File: src/hw/rtl/msd_pkg.sv
// ---------------------------------------------------------------------------
// Manchester symbol decoder package
// Types, register indexes and reset values shared by the decoder modules.
// ---------------------------------------------------------------------------
`timescale 1ns / 1ps

package msd_pkg;

  localparam int unsigned CODE_W    = 8;
  localparam int unsigned CFG_IDX_W = 3;

  // Configuration register indexes
  localparam logic [CFG_IDX_W-1:0] CFG_SHORT_PAUSE = 3'd0;
  localparam logic [CFG_IDX_W-1:0] CFG_LONG_PAUSE  = 3'd1;
  localparam logic [CFG_IDX_W-1:0] CFG_SHORT_PULSE = 3'd2;
  localparam logic [CFG_IDX_W-1:0] CFG_LONG_PULSE  = 3'd3;
  localparam logic [CFG_IDX_W-1:0] CFG_PULSE_FIRST = 3'd4;

  // Register reset values
  localparam logic [CODE_W-1:0] SHORT_PAUSE_RST = 8'd97;
  localparam logic [CODE_W-1:0] LONG_PAUSE_RST  = 8'd98;
  localparam logic [CODE_W-1:0] SHORT_PULSE_RST = 8'd65;
  localparam logic [CODE_W-1:0] LONG_PULSE_RST  = 8'd66;
  localparam logic              PULSE_FIRST_RST = 1'b1;

  typedef enum logic [1:0] {
    PH_START_PULSE = 2'd0,
    PH_START_PAUSE = 2'd1,
    PH_MID_PULSE   = 2'd2,
    PH_MID_PAUSE   = 2'd3
  } phase_t;

  // One decoded result beat
  typedef struct packed {
    logic bit_value;
    logic bit_valid;
    logic decode_error;
    logic packet_end;
  } result_t;

  // Front to queue push
  typedef struct packed {
    logic    push;
    result_t data;
  } push_t;

  // Queue to back
  typedef struct packed {
    logic    avail;
    result_t data;
  } pop_t;

endpackage

File: src/hw/rtl/msd_front.sv
// ---------------------------------------------------------------------------
// Manchester symbol decoder front end
// Holds the configuration registers, classifies each symbol and runs the
// four-phase Manchester machine; pushes one result per bit, error or end.
// ---------------------------------------------------------------------------
`timescale 1ns / 1ps

module msd_front (
  input  logic                             clk,
  input  logic                             rst_n,
  input  logic                             cfg_we,
  input  logic [msd_pkg::CFG_IDX_W-1:0]    cfg_index,
  input  logic [msd_pkg::CODE_W-1:0]       cfg_data,
  input  logic                             in_valid,
  output logic                             in_stall,
  input  logic [msd_pkg::CODE_W-1:0]       in_symbol,
  input  logic                             in_last_symbol,
  input  logic                             q_full,
  output msd_pkg::push_t                   push
);
  import msd_pkg::*;

  logic [CODE_W-1:0] short_pause_r;
  logic [CODE_W-1:0] long_pause_r;
  logic [CODE_W-1:0] short_pulse_r;
  logic [CODE_W-1:0] long_pulse_r;
  logic              pulse_first_r;

  phase_t phase_r, phase_nxt;
  logic   err_r, err_nxt;

  logic is_spause, is_lpause, is_spulse, is_lpulse;
  logic accept;
  logic have_bit, bit_val, bad;
  logic restart_cfg;

  assign in_stall    = q_full;
  assign accept      = in_valid && !q_full;
  assign restart_cfg = cfg_we && (cfg_index == CFG_PULSE_FIRST);

  assign is_spause = (in_symbol == short_pause_r);
  assign is_lpause = (in_symbol == long_pause_r);
  assign is_spulse = (in_symbol == short_pulse_r);
  assign is_lpulse = (in_symbol == long_pulse_r);

  always_ff @(posedge clk) begin
    if (!rst_n) begin
      short_pause_r <= SHORT_PAUSE_RST;
      long_pause_r  <= LONG_PAUSE_RST;
      short_pulse_r <= SHORT_PULSE_RST;
      long_pulse_r  <= LONG_PULSE_RST;
      pulse_first_r <= PULSE_FIRST_RST;
    end else if (cfg_we) begin
      case (cfg_index)
        CFG_SHORT_PAUSE: short_pause_r <= cfg_data;
        CFG_LONG_PAUSE:  long_pause_r  <= cfg_data;
        CFG_SHORT_PULSE: short_pulse_r <= cfg_data;
        CFG_LONG_PULSE:  long_pulse_r  <= cfg_data;
        CFG_PULSE_FIRST: pulse_first_r <= cfg_data[0];
        default: ;
      endcase
    end
  end

  // Next phase and error flag
  always_comb begin
    phase_nxt = phase_r;
    err_nxt   = err_r;
    if (restart_cfg) begin
      phase_nxt = cfg_data[0] ? PH_START_PULSE : PH_START_PAUSE;
      err_nxt   = 1'b0;
    end else if (accept) begin
      if (!err_r) begin
        unique case (phase_r)
          PH_START_PULSE: begin
            if (is_spulse) phase_nxt = PH_MID_PAUSE;
            else           err_nxt   = 1'b1;
          end
          PH_START_PAUSE: begin
            if (is_spause) phase_nxt = PH_MID_PULSE;
            else           err_nxt   = 1'b1;
          end
          PH_MID_PULSE: begin
            if (is_spulse)      phase_nxt = PH_START_PAUSE;
            else if (is_lpulse) phase_nxt = PH_MID_PAUSE;
            else                err_nxt   = 1'b1;
          end
          PH_MID_PAUSE: begin
            if (is_spause)      phase_nxt = PH_START_PULSE;
            else if (is_lpause) phase_nxt = PH_MID_PULSE;
            else                err_nxt   = 1'b1;
          end
          default: ;
        endcase
      end
      // restart after the packet's final symbol, even one that broke it
      if (in_last_symbol) begin
        phase_nxt = pulse_first_r ? PH_START_PULSE : PH_START_PAUSE;
        err_nxt   = 1'b0;
      end
    end
  end

  // Bit and error outputs of the current phase
  always_comb begin
    have_bit = 1'b0;
    bit_val  = 1'b0;
    bad      = 1'b0;
    if (!err_r) begin
      unique case (phase_r)
        PH_START_PULSE: begin
          if (is_spulse) begin
            have_bit = 1'b1;
            bit_val  = pulse_first_r;
          end else begin
            bad = 1'b1;
          end
        end
        PH_START_PAUSE: begin
          if (is_spause) begin
            have_bit = 1'b1;
            bit_val  = !pulse_first_r;
          end else begin
            bad = 1'b1;
          end
        end
        PH_MID_PULSE: begin
          if (is_spulse) begin
            have_bit = 1'b0;
          end else if (is_lpulse) begin
            have_bit = 1'b1;
            bit_val  = pulse_first_r;
          end else begin
            bad = 1'b1;
          end
        end
        PH_MID_PAUSE: begin
          if (is_spause) begin
            have_bit = 1'b0;
          end else if (is_lpause) begin
            have_bit = 1'b1;
            bit_val  = !pulse_first_r;
          end else begin
            bad = 1'b1;
          end
        end
        default: ;
      endcase
    end
  end

  always_ff @(posedge clk) begin
    if (!rst_n) begin
      phase_r <= PH_START_PULSE;
      err_r   <= 1'b0;
    end else begin
      phase_r <= phase_nxt;
      err_r   <= err_nxt;
    end
  end

  // Drop symbols that yield nothing
  assign push.push              = accept && (have_bit || bad || in_last_symbol);
  assign push.data.bit_value    = have_bit && bit_val;
  assign push.data.bit_valid    = have_bit;
  assign push.data.decode_error = bad;
  assign push.data.packet_end   = in_last_symbol;

endmodule

File: src/hw/rtl/msd_queue.sv
// ---------------------------------------------------------------------------
// Manchester symbol decoder result queue
// Small first-in first-out buffer between the decoder front and back.
// ---------------------------------------------------------------------------
`timescale 1ns / 1ps

module msd_queue #(
  parameter int unsigned DEPTH = 4
) (
  input  logic            clk,
  input  logic            rst_n,
  input  msd_pkg::push_t  push,
  output logic            full,
  input  logic            pop,
  output msd_pkg::pop_t   head
);
  import msd_pkg::*;

  localparam int unsigned PW = (DEPTH > 1) ? $clog2(DEPTH) : 1;
  localparam int unsigned CW = $clog2(DEPTH + 1);
  localparam logic [PW-1:0] LAST_PTR = PW'(DEPTH - 1);

  result_t         mem_r [DEPTH];
  logic [PW-1:0]   wr_ptr_r, wr_ptr_nxt;
  logic [PW-1:0]   rd_ptr_r, rd_ptr_nxt;
  logic [CW-1:0]   count_r, count_nxt;
  logic            do_push, do_pop;

  assign full    = (count_r == CW'(DEPTH));
  assign do_push = push.push && !full;
  assign do_pop  = pop && (count_r != '0);

  assign wr_ptr_nxt = !do_push ? wr_ptr_r :
                      (wr_ptr_r == LAST_PTR) ? '0 : wr_ptr_r + PW'(1);
  assign rd_ptr_nxt = !do_pop ? rd_ptr_r :
                      (rd_ptr_r == LAST_PTR) ? '0 : rd_ptr_r + PW'(1);

  always_comb begin
    count_nxt = count_r;
    if (do_push && !do_pop)      count_nxt = count_r + CW'(1);
    else if (do_pop && !do_push) count_nxt = count_r - CW'(1);
  end

  always_ff @(posedge clk) begin
    if (!rst_n) begin
      wr_ptr_r <= '0;
      rd_ptr_r <= '0;
      count_r  <= '0;
    end else begin
      wr_ptr_r <= wr_ptr_nxt;
      rd_ptr_r <= rd_ptr_nxt;
      count_r  <= count_nxt;
    end
  end

  always_ff @(posedge clk) begin
    if (do_push) mem_r[wr_ptr_r] <= push.data;
  end

  assign head.avail = (count_r != '0);
  assign head.data  = mem_r[rd_ptr_r];

endmodule

File: src/hw/rtl/msd_back.sv
// ---------------------------------------------------------------------------
// Manchester symbol decoder back end
// Output register that presents queued results on the result channel.
// ---------------------------------------------------------------------------
`timescale 1ns / 1ps

module msd_back (
  input  logic           clk,
  input  logic           rst_n,
  input  msd_pkg::pop_t  head,
  output logic           pop,
  output logic           out_valid,
  input  logic           out_stall,
  output logic           out_bit_value,
  output logic           out_bit_valid,
  output logic           out_decode_error,
  output logic           out_packet_end
);
  import msd_pkg::*;

  logic    valid_r, valid_nxt;
  result_t data_r;
  logic    load;

  // Refill when empty or when the held beat leaves this cycle
  assign load      = head.avail && (!valid_r || !out_stall);
  assign pop       = load;
  assign valid_nxt = load || (valid_r && out_stall);

  always_ff @(posedge clk) begin
    if (!rst_n) valid_r <= 1'b0;
    else        valid_r <= valid_nxt;
  end

  always_ff @(posedge clk) begin
    if (load) data_r <= head.data;
  end

  assign out_valid        = valid_r;
  assign out_bit_value    = data_r.bit_value;
  assign out_bit_valid    = data_r.bit_valid;
  assign out_decode_error = data_r.decode_error;
  assign out_packet_end   = data_r.packet_end;

endmodule

File: src/hw/rtl/manchester_symbol_decoder_unit.sv
// ---------------------------------------------------------------------------
// Manchester symbol decoder unit
// Decodes short/long pulse and pause symbols into Manchester data bits.
//
//   channel  dir  handshake           payload
//   in_      in   in_valid/in_stall   in_symbol[7:0], in_last_symbol
//   out_     out  out_valid/out_stall out_bit_value, out_bit_valid,
//                                     out_decode_error, out_packet_end
//   cfg_     in   cfg_we              cfg_index[2:0], cfg_data[7:0]
//
// One symbol a cycle is taken while in_stall is low; the phase machine updates in that cycle.
// A result passes through the queue and then the output register to reach out_valid.
// in_stall rises only when the QUEUE_DEPTH-entry queue is full.
// Reset is synchronous: it clears the phase, the queue and the output beat.
// ---------------------------------------------------------------------------
`timescale 1ns / 1ps

module manchester_symbol_decoder_unit #(
  parameter int unsigned QUEUE_DEPTH = 4
) (
  input  logic                           clk,
  input  logic                           rst_n,
  input  logic                           cfg_we,
  input  logic [msd_pkg::CFG_IDX_W-1:0]  cfg_index,
  input  logic [msd_pkg::CODE_W-1:0]     cfg_data,
  input  logic                           in_valid,
  output logic                           in_stall,
  input  logic [msd_pkg::CODE_W-1:0]     in_symbol,
  input  logic                           in_last_symbol,
  output logic                           out_valid,
  input  logic                           out_stall,
  output logic                           out_bit_value,
  output logic                           out_bit_valid,
  output logic                           out_decode_error,
  output logic                           out_packet_end
);
  import msd_pkg::*;

  push_t push;
  pop_t  head;
  logic  q_full;
  logic  pop;

  msd_front u_front (
    .clk            (clk),
    .rst_n          (rst_n),
    .cfg_we         (cfg_we),
    .cfg_index      (cfg_index),
    .cfg_data       (cfg_data),
    .in_valid       (in_valid),
    .in_stall       (in_stall),
    .in_symbol      (in_symbol),
    .in_last_symbol (in_last_symbol),
    .q_full         (q_full),
    .push           (push)
  );

  msd_queue #(
    .DEPTH (QUEUE_DEPTH)
  ) u_queue (
    .clk   (clk),
    .rst_n (rst_n),
    .push  (push),
    .full  (q_full),
    .pop   (pop),
    .head  (head)
  );

  msd_back u_back (
    .clk              (clk),
    .rst_n            (rst_n),
    .head             (head),
    .pop              (pop),
    .out_valid        (out_valid),
    .out_stall        (out_stall),
    .out_bit_value    (out_bit_value),
    .out_bit_valid    (out_bit_valid),
    .out_decode_error (out_decode_error),
    .out_packet_end   (out_packet_end)
  );

endmodule

File: config.mk
export PLATFORM = sky130hd
export DESIGN_NAME = manchester_symbol_decoder_unit
export DESIGN_NICKNAME = d
export VERILOG_FILES = /design/src/hw/rtl/msd_pkg.sv /design/src/hw/rtl/msd_front.sv /design/src/hw/rtl/msd_queue.sv /design/src/hw/rtl/msd_back.sv /design/src/hw/rtl/manchester_symbol_decoder_unit.sv
export SDC_FILE = /design/constraint.sdc
export NUM_CORES = 1
export LEC_CHECK = 0
export BUFFER_PORTS_ARGS = -buffer_cell sky130_fd_sc_hd__buf_2
export CORE_MARGIN = 3
export CORE_UTILIZATION = 58
export DETAILED_ROUTE_END_ITERATION = 7
export PLACE_DENSITY = 0.82
export SLEW_MARGIN = 20
export SYNTH_ARGS = -nofsm -noshare
export SYNTH_HDL_FRONTEND = slang
export SYNTH_HIERARCHICAL = 1
export SYNTH_SLANG_ARGS = --single-unit
File: constraint.sdc
create_clock -name clk -period 3.5 [get_ports clk]
set_clock_uncertainty 0.2 [all_clocks]
set_input_delay 0.35 -clock clk [delete_from_list [all_inputs] [get_ports clk]]
set_output_delay 0.35 -clock clk [all_outputs]
set_load 0.01 [all_outputs]
==> flow_metrics.py <==
metrics = {
    "timing": {
        "fin_tns_setup_ns": 0,
        "max_freq_mhz": 322,
        "finalCriticalPeriod_ns": 3.10,
        "hold_viol_final": 0,
        "rsz0062_at_grt": "false",
        "maxSlewViolCount": 0,
        "setup_viol": 0,
        "period_share": 0.886,
        "slew-limit-headroom": 0.257,
        "worstMarginPinSlew_ns": 1.11,
        "timing.hold.ws_ns": 0.0631,
    },
    "floorplan": {
        "row_count": 25,
        "start_util": 0.626,
        "die_h_microns": 79.0,
        "coreArea_sq_mm": 0.00494,
        "die_w_microns": 79.0,
        "ios": 31,
        "die_area_sq_mm": 0.00624,
    },
    "clock_network": {
        "hold_buffers": 0,
        "ctsResizeCount": 0,
        "cts-root-buf": "clkbuf_8",
        "cts_sinks": 66,
        "clk_path_buf_depth": 2,
        "cts-htree-levels": 3,
        "clock_latency_ns": 0.35,
        "clk_pin_slew_ns": 0.08,
        "cts_post_setup_buffers_inserted": 0,
        "cts_tree": "done",
        "cts-buffers-inserted": 9,
    },
    "routing": {
        "met1_length_microns": 3050,
        "vias": 2372,
        "drt_first_pass_iters": 6,
        "dr.first_iter.drc_count": 246,
        "vias_per_cell": 5.65,
        "avgRoutedWirePerCell_microns": 15.8,
        "drc": 0,
        "met2WireLength_microns": 2830,
        "ant_nets": 0,
        "wl_microns": 6640,
        "wl_met3_microns": 584,
        "routed.top_layer": "met4",
    },
    "logic_synthesis": {
        "muxShareOfSynthArea": 0.0485,
        "ys_seq_area_frac": 0.492,
        "synth_seq_cells": 66,
        "synthAdderAreaFrac": 0.0307,
        "synthArstFlopShare": 0,
        "synth_nets": 351,
        "yosysWarnings": 6,
        "synth_edf_count": 20,
        "avgSynthCellArea_sq_um": 9.70,
        "synth_xor_area_frac": 0.0963,
        "ys_types": 45,
        "synth-compound-area-share": 0.0874,
        "synth.area.top_cells": "dfxtp_1, edfxtp_1, nand2_1",
        "synth_area_sq_mm": 0.00309,
        "synth_top_family_by_area": "simple AND/OR/NAND/NOR gates",
        "synth_ff_type": "dfxtp_1",
        "yosys.area_share.simple": 0.216,
        "synthCells": 319,
        "synth_top_cell_by_area": "dfxtp_1",
        "synth_top_area_frac": 0.298,
    },
    "placed_design": {
        "dpl.hpwl_microns": 4520,
        "dp.cells": 404,
        "gp_congestion": 0.865,
        "port-buffer-count": 30,
    },
    "cells_and_area": {
        "syn_to_final_growth_pct": 14.4,
        "n_antenna_cell": 0,
        "fin_util": 0.716,
        "fillers": 372,
        "layout_common_cells": "nand2_1, dfxtp_1, xor2_1",
        "drive_above_1_share": 0.176,
        "fin_cells": 420,
        "layout_commonest_cell": "nand2_1",
        "nets": 380,
    },
    "global_routing": {
        "grt_max_degree": 29,
        "grt_usage": 0.231,
        "grt_pass1_wl_microns": 11000,
        "grt_pass1_vias": 2220,
        "grt-ovfl-total": 0,
        "antenna_found_initial": 0,
    },
    "worst_setup_path": {
        "crit_required_ns": 3.57,
        "cp_max_fo": 3,
        "cp-end-kind": "register",
        "worstPathArrival_ns": 3.17,
        "start_kind": "register",
        "critPathKind": "reg -> reg",
    },
    "worst_hold_path": {
        "hold_class": "in -> reg",
    },
    "pwr": {
        "power_per_cell_area_mw_per_mm2": 663,
        "p_leak_nw": 1.43,
        "p_total_mw": 2.35,
        "ir_drop_uv": 535,
    },
    "flow_run": {
        "cap_violations": 0,
    },
    "run_status": {
        "status": "complete, no violations",
    },
}
[cell usage after synthesis, drive strengths merged, types with 5 or more instances]
cell and count:
nand2 76, dfxtp 46, nor4 6, nor2b 5, edfxtp 20, nor2 8, nor3 5, clkbuf 9
inv 6, a21oi 30, ha 6, nand3 16, and2 6, o21ai 5, mux2i 6, buf 5
xor2 31
[cell type report]
cell class	count	area [sq um]	area share
clock buffer	9	124	0.0350
clock inverter	7	141	0.0400
inverter	6	22.5	0.00636
multi-input combinational	233	1480	0.418
sequential	66	1520	0.430
tap	67	83.8	0.0237
timing repair buffer	32	165	0.0467
[metrics by stage]
step / setup slack (ns) / instance area (sq um)
2_1_floorplan: 0.627 / 3090
3_3_place_gp: 0.364 / 3270
3_5_place_dp: 0.295 / 3270
4_1_cts: 0.413 / 3540
5_1_grt: 0.223 / 3540
6_report: 0.398 / 3540
[flip-flops by register name (all words and copies together), names as in the netlist, named ones only]
| name | flops |
|---|---|
| u_front/err_r | 1 |
| u_front/short_pulse_r | 8 |
| u_back/out_decode_error | 1 |
| u_front/pulse_first_r | 1 |
| u_back/out_valid | 1 |
| u_front/long_pulse_r | 8 |
| u_front/short_pause_r | 8 |
| u_queue/rd_ptr_r | 2 |
| u_queue/mem_r | 16 |
| u_back/out_bit_value | 1 |
| u_back/out_packet_end | 1 |
| u_front/long_pause_r | 8 |
| u_back/out_bit_valid | 1 |
| u_queue/wr_ptr_r | 2 |
| u_queue/count_r | 3 |
| u_front/phase_r | 2 |
[final timing paths]
kind	end	cells after the start	slack, ns	from
worst min register to register	u_front/long_pulse_r[2]	2	0.27	u_front/long_pulse_r[2]
worst max-delay path	u_queue/count_r[2]	13	0.40	u_front/short_pause_r[5]
worst min-delay path	u_back/out_valid	3	0.06	out_stall
worst max register to register	u_queue/count_r[2]	13	0.40	u_front/short_pause_r[5]
[where the power goes]
part	total (mW)	internal, mW	switching (mW)
combinational	0.514	0.241	0.273
sequential	0.991	0.915	0.0762
clock	0.842	0.545	0.297
[critical path, stage by stage, from the launching register on]
cell      delay [ns]
dfxtp_1         0.35
xor2_1          0.26
nor4_2          0.09
nand2_1         0.13
o21ai_1         0.09
a21oi_1         0.16
o21a_1          0.12
nor2b_1         0.16
ha_1            0.20
inv_1           0.07
fa_1            0.43
xor2_1          0.18
or3_2           0.40
a21boi_0        0.19
[routing by layer]
| layer | vias up | GRT usage |
|---|---|---|
| met4 | 0 | 0.103 |
| met1 | 1062 | 0.332 |
| met2 | 139 | 0.331 |
| li1 | 1150 | - |
| met5 | - | 0 |
| met3 | 21 | 0.0533 |
[kinds of logic after synthesis]
logic type,Yosys count
multiplexers,10
AO/OA/AOI/OAI,46
flip-flops,66
AND/OR/NAND/NOR,136
buffers and inverters,20
adder cells (fa/ha/maj),7
XOR/XNOR,34
No activity file was read; power rests on OpenSTA's default activity.
